===== config.mk =====
export PLATFORM = sky130hd
export DESIGN_NAME = text_cell_pixel_generator
export DESIGN_NICKNAME = d
export VERILOG_FILES = /design/src/sv/tcpg_pkg.sv /design/src/sv/tcpg_glyph_lit.sv /design/src/sv/text_cell_pixel_generator.sv
export VERILOG_INCLUDE_DIRS = /design/src /design/src/sv
export SDC_FILE = /design/constraint.sdc
export NUM_CORES = 1
export LEC_CHECK = 0
export BUFFER_PORTS_ARGS = -buffer_cell sky130_fd_sc_hd__buf_2
export CORE_UTILIZATION = 35
export CTS_CLUSTER_SIZE = 10
export DETAILED_ROUTE_END_ITERATION = 6
export GPL_TIMING_DRIVEN = 0
export HOLD_SLACK_MARGIN = 0.08
export SYNTH_ARGS = -nofsm -noshare
export SYNTH_HDL_FRONTEND = slang
export SYNTH_HIERARCHICAL = 1
export SYNTH_SLANG_ARGS = --single-unit

===== constraint.sdc =====
create_clock -name i_clk -period 6.1 [get_ports i_clk]
set_input_delay 0.915 -clock i_clk [delete_from_list [all_inputs] [get_ports i_clk]]
set_output_delay 0.915 -clock i_clk [all_outputs]
set_load 0.02 [all_outputs]

===== src/sv/text_cell_pixel_generator_defines.svh =====
// ----------------------------------------------------------------------------
// Text cell pixel generator assertion macros
// Shared property shapes for the checks at the end of the top level.
// ----------------------------------------------------------------------------
`ifndef TEXT_CELL_PIXEL_GENERATOR_DEFINES_SVH
`define TEXT_CELL_PIXEL_GENERATOR_DEFINES_SVH

// Condition implies consequence in the same cycle.
`define TCPG_ASSERT_NOW(label, clk, rst_n, pre, post) \
    label: assert property (@(posedge clk) disable iff (!rst_n) (pre) |-> (post)) \
        else $error("tcpg: same-cycle check failed");

// Condition implies consequence in the next cycle.
`define TCPG_ASSERT_NEXT(label, clk, rst_n, pre, post) \
    label: assert property (@(posedge clk) disable iff (!rst_n) (pre) |=> (post)) \
        else $error("tcpg: next-cycle check failed");

`endif


===== src/sv/tcpg_pkg.sv =====
// ----------------------------------------------------------------------------
// Text cell pixel generator package
// Item types, cell geometry, special glyph codes and the glyph pattern ROM.
// ----------------------------------------------------------------------------
`default_nettype none

package tcpg_pkg;

    // Cell geometry
    localparam logic [4:0] CELL_WIDTH  = 5'd8;
    localparam logic [5:0] CELL_HEIGHT = 6'd12;
    localparam logic [5:0] CELL_HALF   = CELL_HEIGHT >> 1;

    // Special glyph codes
    localparam logic [20:0] HALF_UPPER    = 21'h02580;
    localparam logic [20:0] HALF_LOWER    = 21'h02584;
    localparam logic [20:0] FULL_BLOCK    = 21'h02588;
    localparam logic [20:0] BRAILLE_FIRST = 21'h02800;
    localparam logic [20:0] BRAILLE_LAST  = 21'h028FF;

    // Pattern ROM
    localparam int unsigned ROM_GLYPHS = 25;
    localparam logic [4:0]  BAR_SLOT   = 5'd10;
    localparam logic [4:0]  QMARK_SLOT = 5'd24;

    localparam logic [4:0] ROM_ROWS [ROM_GLYPHS][7] = '{
        '{5'h00, 5'h00, 5'h00, 5'h00, 5'h00, 5'h00, 5'h00},
        '{5'h00, 5'h00, 5'h00, 5'h00, 5'h00, 5'h04, 5'h04},
        '{5'h00, 5'h04, 5'h04, 5'h00, 5'h04, 5'h04, 5'h00},
        '{5'h00, 5'h00, 5'h00, 5'h1F, 5'h00, 5'h00, 5'h00},
        '{5'h00, 5'h00, 5'h1F, 5'h00, 5'h1F, 5'h00, 5'h00},
        '{5'h00, 5'h04, 5'h04, 5'h1F, 5'h04, 5'h04, 5'h00},
        '{5'h00, 5'h15, 5'h0E, 5'h1F, 5'h0E, 5'h15, 5'h00},
        '{5'h0A, 5'h1F, 5'h0A, 5'h0A, 5'h1F, 5'h0A, 5'h00},
        '{5'h19, 5'h1A, 5'h04, 5'h08, 5'h16, 5'h06, 5'h00},
        '{5'h0E, 5'h11, 5'h17, 5'h15, 5'h17, 5'h10, 5'h0E},
        '{5'h04, 5'h04, 5'h04, 5'h04, 5'h04, 5'h04, 5'h04},
        '{5'h01, 5'h02, 5'h04, 5'h08, 5'h10, 5'h00, 5'h00},
        '{5'h10, 5'h08, 5'h04, 5'h02, 5'h01, 5'h00, 5'h00},
        '{5'h00, 5'h00, 5'h00, 5'h00, 5'h00, 5'h00, 5'h1F},
        '{5'h00, 5'h00, 5'h00, 5'h1F, 5'h00, 5'h00, 5'h00},
        '{5'h00, 5'h00, 5'h07, 5'h04, 5'h04, 5'h04, 5'h04},
        '{5'h00, 5'h00, 5'h1C, 5'h04, 5'h04, 5'h04, 5'h04},
        '{5'h04, 5'h04, 5'h04, 5'h04, 5'h07, 5'h00, 5'h00},
        '{5'h04, 5'h04, 5'h04, 5'h04, 5'h1C, 5'h00, 5'h00},
        '{5'h04, 5'h04, 5'h07, 5'h04, 5'h04, 5'h04, 5'h04},
        '{5'h04, 5'h04, 5'h1C, 5'h04, 5'h04, 5'h04, 5'h04},
        '{5'h00, 5'h00, 5'h1F, 5'h04, 5'h04, 5'h04, 5'h04},
        '{5'h04, 5'h04, 5'h04, 5'h04, 5'h1F, 5'h00, 5'h00},
        '{5'h04, 5'h04, 5'h1F, 5'h04, 5'h04, 5'h04, 5'h04},
        '{5'h0E, 5'h11, 5'h01, 5'h02, 5'h04, 5'h00, 5'h04}
    };

    // Braille dot bits by [row][column] and dot centers
    localparam logic [7:0] DOT_BITS [4][2] = '{
        '{8'h01, 8'h08}, '{8'h02, 8'h10}, '{8'h04, 8'h20}, '{8'h40, 8'h80}
    };
    localparam logic [4:0] DOT_CX [2] = '{5'd2, 5'd5};
    localparam logic [5:0] DOT_CY [4] = '{6'd1, 6'd4, 6'd7, 6'd10};

    // Color levels
    localparam logic [7:0] LEVEL_FULL = 8'd255;
    localparam logic [7:0] LEVEL_ZERO = 8'd0;

    typedef struct packed {
        logic [20:0] glyph_code;
        logic [3:0]  pixel_x;
        logic [4:0]  pixel_y;
        logic [7:0]  fore_red;
        logic [7:0]  fore_green;
        logic [7:0]  fore_blue;
        logic [7:0]  back_red;
        logic [7:0]  back_green;
        logic [7:0]  back_blue;
    } t_in_item;

    typedef struct packed {
        logic [7:0] out_red;
        logic [7:0] out_green;
        logic [7:0] out_blue;
    } t_out_item;

endpackage

`default_nettype wire


===== src/sv/tcpg_glyph_lit.sv =====
// ----------------------------------------------------------------------------
// Glyph pixel decision
// Decides whether one pixel of a cell takes the foreground color.
// ----------------------------------------------------------------------------
`default_nettype none

module tcpg_glyph_lit
    import tcpg_pkg::*;
(
    input  t_in_item i_item,
    output logic     o_lit
);

    // Map a glyph code to its pattern slot; unknown codes get the question mark
    function automatic logic [4:0] rom_slot(input logic [20:0] code);
        logic [4:0] slot;
        unique case (code)
            21'h00020: slot = 5'd0;
            21'h0002E: slot = 5'd1;
            21'h0003A: slot = 5'd2;
            21'h0002D: slot = 5'd3;
            21'h0003D: slot = 5'd4;
            21'h0002B: slot = 5'd5;
            21'h0002A: slot = 5'd6;
            21'h00023: slot = 5'd7;
            21'h00025: slot = 5'd8;
            21'h00040: slot = 5'd9;
            21'h0007C: slot = BAR_SLOT;
            21'h02502: slot = BAR_SLOT;
            21'h0002F: slot = 5'd11;
            21'h0005C: slot = 5'd12;
            21'h0005F: slot = 5'd13;
            21'h02500: slot = 5'd14;
            21'h0250C: slot = 5'd15;
            21'h02510: slot = 5'd16;
            21'h02514: slot = 5'd17;
            21'h02518: slot = 5'd18;
            21'h0251C: slot = 5'd19;
            21'h02524: slot = 5'd20;
            21'h0252C: slot = 5'd21;
            21'h02534: slot = 5'd22;
            21'h0253C: slot = 5'd23;
            default:   slot = QMARK_SLOT;
        endcase
        return slot;
    endfunction

    // Stretch columns 1..6 onto the five pattern columns
    function automatic logic [2:0] col_scale(input logic [3:0] x);
        logic [2:0] sx;
        case (x)
            4'd3:    sx = 3'd1;
            4'd4:    sx = 3'd2;
            4'd5:    sx = 3'd3;
            4'd6:    sx = 3'd4;
            default: sx = 3'd0;
        endcase
        return sx;
    endfunction

    // Stretch rows 2..9 onto the seven pattern rows
    function automatic logic [2:0] row_scale(input logic [4:0] y);
        logic [2:0] sy;
        case (y)
            5'd4:    sy = 3'd1;
            5'd5:    sy = 3'd2;
            5'd6:    sy = 3'd3;
            5'd7:    sy = 3'd4;
            5'd8:    sy = 3'd5;
            5'd9:    sy = 3'd6;
            default: sy = 3'd0;
        endcase
        return sy;
    endfunction

    logic       in_cell;
    logic       is_braille;
    logic       braille_lit;
    logic       rom_lit;
    logic       rom_area;
    logic [4:0] slot;
    logic [4:0] rom_row;
    logic [2:0] sx;
    logic [4:0] x5;
    logic [5:0] y6;

    assign x5 = {1'b0, i_item.pixel_x};
    assign y6 = {1'b0, i_item.pixel_y};
    assign in_cell = (x5 < CELL_WIDTH) && (y6 < CELL_HEIGHT);
    assign is_braille = (i_item.glyph_code >= BRAILLE_FIRST)
                     && (i_item.glyph_code <= BRAILLE_LAST);

    // Light a 3x3 square around each set braille dot
    always_comb begin
        braille_lit = 1'b0;
        for (int r = 0; r < 4; r++) begin
            for (int c = 0; c < 2; c++) begin
                if (((i_item.glyph_code[7:0] & DOT_BITS[r][c]) != 8'd0)
                    && (x5 + 5'd1 >= DOT_CX[c]) && (x5 <= DOT_CX[c] + 5'd1)
                    && (y6 + 6'd1 >= DOT_CY[r]) && (y6 <= DOT_CY[r] + 6'd1)) begin
                    braille_lit = 1'b1;
                end
            end
        end
    end

    // Look up the stretched pattern bit
    assign rom_area = (i_item.pixel_x >= 4'd1) && (i_item.pixel_x <= 4'd6)
                   && (i_item.pixel_y >= 5'd2) && (i_item.pixel_y <= 5'd9);
    assign slot    = rom_slot(i_item.glyph_code);
    assign rom_row = ROM_ROWS[slot][row_scale(i_item.pixel_y)];
    assign sx      = col_scale(i_item.pixel_x);
    assign rom_lit = rom_area && rom_row[3'd4 - sx];

    // Pick the drawing rule for the glyph
    always_comb begin
        o_lit = 1'b0;
        if (in_cell) begin
            if (i_item.glyph_code == HALF_UPPER) begin
                o_lit = y6 < CELL_HALF;
            end else if (i_item.glyph_code == HALF_LOWER) begin
                o_lit = y6 >= CELL_HALF;
            end else if (i_item.glyph_code == FULL_BLOCK) begin
                o_lit = 1'b1;
            end else if (is_braille) begin
                o_lit = braille_lit;
            end else begin
                o_lit = rom_lit;
            end
        end
    end

endmodule

`default_nettype wire


===== src/sv/text_cell_pixel_generator.sv =====
// ----------------------------------------------------------------------------
// Text cell pixel generator
// Colors one pixel of a terminal character cell from its glyph and position.
// ----------------------------------------------------------------------------
//  Channel  | Signals                        | Moves
//  ---------+--------------------------------+------------------------------
//  in       | i_in_valid, o_in_stall, data   | glyph, position, two colors
//  out      | o_out_valid, i_out_stall, data | pixel color
//  cfg      | i_cfg_we, i_cfg_data           | mono mode bit
//
// One item per cycle sustained while the output is not stalled. An accepted
// item passes the input register, then the result register, which drives
// o_out_valid. The glyph decode between the two registers sets the clock
// period.
// Reset clears both valid flags and mono mode; no clearing pass.
// An output stall holds the result; the input register still fills, then
// o_in_stall rises only while both registers hold items.
// ----------------------------------------------------------------------------
`default_nettype none

`include "text_cell_pixel_generator_defines.svh"

module text_cell_pixel_generator
    import tcpg_pkg::*;
(
    input  logic      i_clk,
    input  logic      i_rst_n,
    input  logic      i_in_valid,
    output logic      o_in_stall,
    input  t_in_item  i_in_data,
    output logic      o_out_valid,
    input  logic      i_out_stall,
    output t_out_item o_out_data,
    input  logic      i_cfg_we,
    input  logic      i_cfg_data
);

    logic      r_mono;
    logic      r_mid_valid;
    t_in_item  r_mid;
    logic      r_out_valid;
    t_out_item r_out;
    t_out_item n_out;
    logic      lit;
    logic      out_free;
    logic      mid_adv;
    logic      in_acc;
    logic      mono_ok;
    logic [7:0] fg_r, fg_g, fg_b, bg_r, bg_g, bg_b;

    // Handshake control
    assign out_free   = !r_out_valid || !i_out_stall;
    assign mid_adv    = r_mid_valid && out_free;
    assign o_in_stall = r_mid_valid && !out_free;
    assign in_acc     = i_in_valid && !o_in_stall;

    // Decide the pixel
    tcpg_glyph_lit u_glyph_lit (
        .i_item (r_mid),
        .o_lit  (lit)
    );

    // Apply mono mode and select the color
    assign fg_r = r_mono ? LEVEL_FULL : r_mid.fore_red;
    assign fg_g = r_mono ? LEVEL_FULL : r_mid.fore_green;
    assign fg_b = r_mono ? LEVEL_FULL : r_mid.fore_blue;
    assign bg_r = r_mono ? LEVEL_ZERO : r_mid.back_red;
    assign bg_g = r_mono ? LEVEL_ZERO : r_mid.back_green;
    assign bg_b = r_mono ? LEVEL_ZERO : r_mid.back_blue;

    assign n_out.out_red   = lit ? fg_r : bg_r;
    assign n_out.out_green = lit ? fg_g : bg_g;
    assign n_out.out_blue  = lit ? fg_b : bg_b;

    // Hold control state
    always_ff @(posedge i_clk) begin
        if (!i_rst_n) begin
            r_mono      <= 1'b0;
            r_mid_valid <= 1'b0;
            r_out_valid <= 1'b0;
        end else begin
            if (i_cfg_we) begin
                r_mono <= i_cfg_data;
            end
            if (in_acc) begin
                r_mid_valid <= 1'b1;
            end else if (mid_adv) begin
                r_mid_valid <= 1'b0;
            end
            if (mid_adv) begin
                r_out_valid <= 1'b1;
            end else if (!i_out_stall) begin
                r_out_valid <= 1'b0;
            end
        end
    end

    // Advance payload
    always_ff @(posedge i_clk) begin
        if (in_acc) begin
            r_mid <= i_in_data;
        end
        if (mid_adv) begin
            r_out <= n_out;
        end
    end

    assign o_out_valid = r_out_valid;
    assign o_out_data  = r_out;

    // Mono colors are full or zero and equal on all three components
    assign mono_ok = (n_out.out_red == n_out.out_green)
                  && (n_out.out_green == n_out.out_blue)
                  && ((n_out.out_red == LEVEL_FULL) || (n_out.out_red == LEVEL_ZERO));

    // Checks
    `TCPG_ASSERT_NOW(a_stall_means_full, i_clk, i_rst_n, o_in_stall, r_mid_valid && r_out_valid)
    `TCPG_ASSERT_NEXT(a_accept_fills_mid, i_clk, i_rst_n, in_acc, r_mid_valid)
    `TCPG_ASSERT_NEXT(a_advance_fills_out, i_clk, i_rst_n, mid_adv, r_out_valid)
    `TCPG_ASSERT_NOW(a_mono_levels, i_clk, i_rst_n, r_mid_valid && r_mono, mono_ok)

endmodule

`default_nettype wire


==> flow_metrics.py <==
metrics = {
    "status": {
        "status": "finished, final reports clean",
    },
    "die": {
        "num_rows": 47,
        "die_area_mm2": 0.01798,
        "core_mm2": 0.01682,
        "num_io_pins": 110,
        "start_util": 0.3631,
        "die_w_um": 134.1,
        "die_h_um": 134.1,
    },
    "timing": {
        "finalHoldViolCount": 0,
        "min_period_ps": 5276,
        "post-route-period-util": 0.8649,
        "slew_viol_final": 0,
        "worstMarginPinSlew_ps": 909.4,
        "skew_ps": 10.18,
        "max_freq_mhz": 189.5,
        "rsz0062_at_grt": "no",
        "fin_setup_tns_ps": 0,
        "max_slew_margin": 0.3922,
        "setup_viol_count_final": 0,
    },
    "grt": {
        "grt_start_max_net_pins": 30,
        "overflow": 0,
        "grt_pass1_vias": 4973,
        "antenna_found_initial": 0,
        "grt_use_total": 0.1790,
        "grt_first_pass_wirelength_um": 25320,
    },
    "synth": {
        "syn_nets": 672,
        "synth_top_family_by_area": "compound AO/OA/AOI/OAI gates",
        "synth_top_area_frac": 0.5015,
        "synthArstFlopShare": 0,
        "yosysWarnings": 6,
        "ys_top_cells_by_area": "edfxtp_1 (50%), o21ai_0 (4.3%), ha_1 (3.7%)",
        "avgSynthCellArea_um2": 10.71,
        "ys_ff_latch": 105,
        "synthAdderAreaFrac": 0.03688,
        "netlist_area_mm2": 0.006107,
        "synth_xor_area_frac": 0.005737,
        "synth-simple-area-share": 0.1655,
        "yosysTopAreaCell": "edfxtp_1",
        "synthFlopType": "edfxtp_1",
        "synth_edf_count": 102,
        "muxShareOfSynthArea": 0.01168,
        "ys_types": 83,
        "synthCells": 570,
        "seq_area_frac_synth": 0.5114,
        "synth_compound_area_frac": 0.2163,
    },
    "cts": {
        "clkTransAtPathRegs_ps": 70,
        "clock_latency_ps": 340,
        "hold_buffers": 0,
        "cts_buffers": 9,
        "ctsResizeCount": 0,
        "cts_htree_levels": 3,
        "clk_path_buf_depth": 2,
        "post-cts-setup-buffers": 0,
        "cts_sinks": 105,
        "cts_tree": "done",
        "cts_root_buf": "clkbuf_16",
    },
    "setup_path": {
        "critical_path_class": "register to register",
        "startpoint_type": "register",
        "cp-end-kind": "register",
        "cp.required_ps": 6290,
        "rr_worst_depth": 16,
        "critPathMostFrequentCell": "clkbuf_1",
        "timing.rr.end": "o_out_data[9]",
        "crit_slowest_cell": "a2111oi_0",
        "cp_max_fo": 10,
        "r2r_slack_ps": 820,
        "path_cells": "nor4_4 -> nand4_1 -> clkbuf_1 -> nor4b_1 -> nor3_2 -> inv_1 -> ha_1 -> nor2_1 -> or3_1 -> a31oi_1 -> o21ai_1 -> a2111oi_0 -> o31a_1 -> clkbuf_1 -> o21ai_0 -> o21ai_2",
        "worstPathArrival_ps": 5460,
        "cpPeakStageDelay_ps": 470,
        "reg2reg_from": "r_mid[69]",
        "cp_num_buf_inv": 3,
        "path_delay_family": "simple AND/OR/NAND/NOR gates",
    },
    "power": {
        "swShare": 0.2352,
        "seq_power_share": 0.552,
        "p_sw_mw": 0.3654,
        "p_per_area_mw_per_mm2": 214.0,
        "p_int_mw": 1.188,
        "p_comb_frac": 0.117,
        "finalPower_mw": 1.554,
        "irDropWorstVdd_mv": 0.2029,
        "clkPwrFrac": 0.331,
        "power_leakage_nw": 2.716,
    },
    "final_layout": {
        "final_cell_mix": "buf_2 (119), edfxtp_1 (102), o21ai_0 (53)",
        "layout-drive-gt1-share": 0.2669,
        "nets": 794,
        "multi_input_area_mm2": 0.002683,
        "final-seq-area_mm2": 0.003123,
        "final_common_cell": "buf_2",
        "diodes": 0,
        "nFillCells": 1646,
        "area_growth_syn_to_layout_pct": 18.89,
    },
    "detailed_routing": {
        "via_per_inst": 5.494,
        "first_pass_iters": 5,
        "wl_um": 15810,
        "wl_per_cell_um": 17.25,
        "num_vias": 5038,
        "postRouteAntennaNets": 0,
        "drc": 0,
        "drtIter0Drc": 416,
    },
    "place": {
        "hpwl_um": 11870,
        "gp_congestion": 0.9357,
        "port_buffers": 109,
    },
    "min_path": {
        "worstHoldEndpoint": "o_out_valid",
        "hold_start": "r_mid_valid",
        "hold_class": "register to register",
        "hold_depth": 2,
    },
    "run": {
        "maxCapViolations": 0,
    },
}
==> synthesized netlist by cell type (3+ instances only) <==
| cell | n |
|---|---|
| nor3_1 | 18 |
| inv_1 | 36 |
| o21ai_0 | 53 |
| nor3b_1 | 3 |
| nand3_1 | 18 |
| nand2_1 | 34 |
| ha_1 | 18 |
| o32ai_1 | 5 |
| a21o_1 | 3 |
| nor2_1 | 34 |
| and2_1 | 4 |
| a21oi_1 | 33 |
| a211oi_1 | 7 |
| nand4_1 | 6 |
| a31oi_1 | 11 |
| clkbuf_1 | 17 |
| and3_1 | 4 |
| o21a_1 | 3 |
| o211ai_1 | 6 |
| a21boi_0 | 3 |
| dfxtp_1 | 3 |
| or3_1 | 7 |
| o31ai_1 | 4 |
| nor4b_1 | 3 |
| nand2b_1 | 3 |
| o21ai_2 | 20 |
| buf_2 | 10 |
| edfxtp_1 | 102 |
| buf_6 | 5 |
| a2111oi_0 | 3 |
| a22oi_1 | 3 |
| a211o_1 | 4 |
| nor2b_1 | 12 |
| nor4_1 | 7 |
| mux2i_1 | 6 |
==> stage by stage <==
step | instance area [um2] | utilization | hold slack, ps | worst slack (ps) | instances
floorplan | 6107 | - | 466.2 | 931.5 | 570
global placement | 6928 | 0.4119 | 481.9 | -392.0 | 899
detailed placement | 6994 | 0.4159 | 510.9 | 915.6 | 901
CTS | 7261 | 0.4317 | 529.3 | 855.5 | 917
global route | 7261 | 0.4317 | 562.5 | 434.7 | 917
finish | 7261 | 0.4317 | 531.0 | 823.9 | 917
==> flip-flops by register name, indices dropped and copies added, names as in the netlist <==
signal       count
o_out_valid      1
r_mid           78
o_out_data      24
r_mono           1
r_mid_valid      1
==> cell type report <==
| class | count | share of cell area |
|---|---|---|
| Buffer | 34 | 0.02550 |
| Clock buffer | 11 | 0.03205 |
| Clock inverter | 5 | 0.004653 |
| Inverter | 36 | 0.01861 |
| Multi-Input combinational cell | 395 | 0.3695 |
| Sequential cell | 105 | 0.4301 |
| Tap cell | 220 | 0.03791 |
| Timing Repair Buffer | 111 | 0.08168 |
==> routing by layer <==
layer  global-route usage  share of wire  up-vias  wire, um
met5                    0              0        -         0
li1                     -              -     2410         -
met2               0.3008           0.48      236      7541
met4              0.06929          0.027        0       432
met3              0.05480          0.088       36      1392
met1               0.2144           0.41     2356      6448
==> power groups by stage <==
stage          clock [mW]  combinational [mW]  sequential [mW]
5_1_grt             0.551               0.199            0.862
3_3_place_gp            0               0.174            0.877
2_1_floorplan           0               0.101            0.883
4_1_cts             0.526               0.181            0.858
3_5_place_dp            0               0.181            0.873
6_report            0.515               0.182            0.857
==> worst max path at each step <==
stage | depth (start not counted) | endpoint | startpoint | slack [ps]
2_1_floorplan | 2 | r_mid[0] | i_out_stall | 930
3_3_place_gp | 3 | r_mid[59] | i_out_stall | -390
3_5_place_dp | 16 | o_out_data[10] | r_mid[69] | 920
4_1_cts | 16 | o_out_data[9] | r_mid[69] | 860
5_1_grt | 16 | o_out_data[9] | r_mid[69] | 430
6_report | 16 | o_out_data[9] | r_mid[69] | 820
==> cell families after synthesis <==
logic type | after synthesis
xor gates and xnor gates | 4
buffers and inverters | 70
DFF | 105
AOI/OAI and AO/OA | 189
muxes | 7
adders and majority gates | 18
and+or+nand+nor | 177
==> tightest hold or removal path, delay by kind of cell (launching register included) <==
family / cells / cell delay [ps]
flip-flops: 1 / 330
AO/OA/AOI/OAI: 1 / 110
AND/OR/NAND/NOR: 1 / 50
Power figures use the tool's default switching activity.
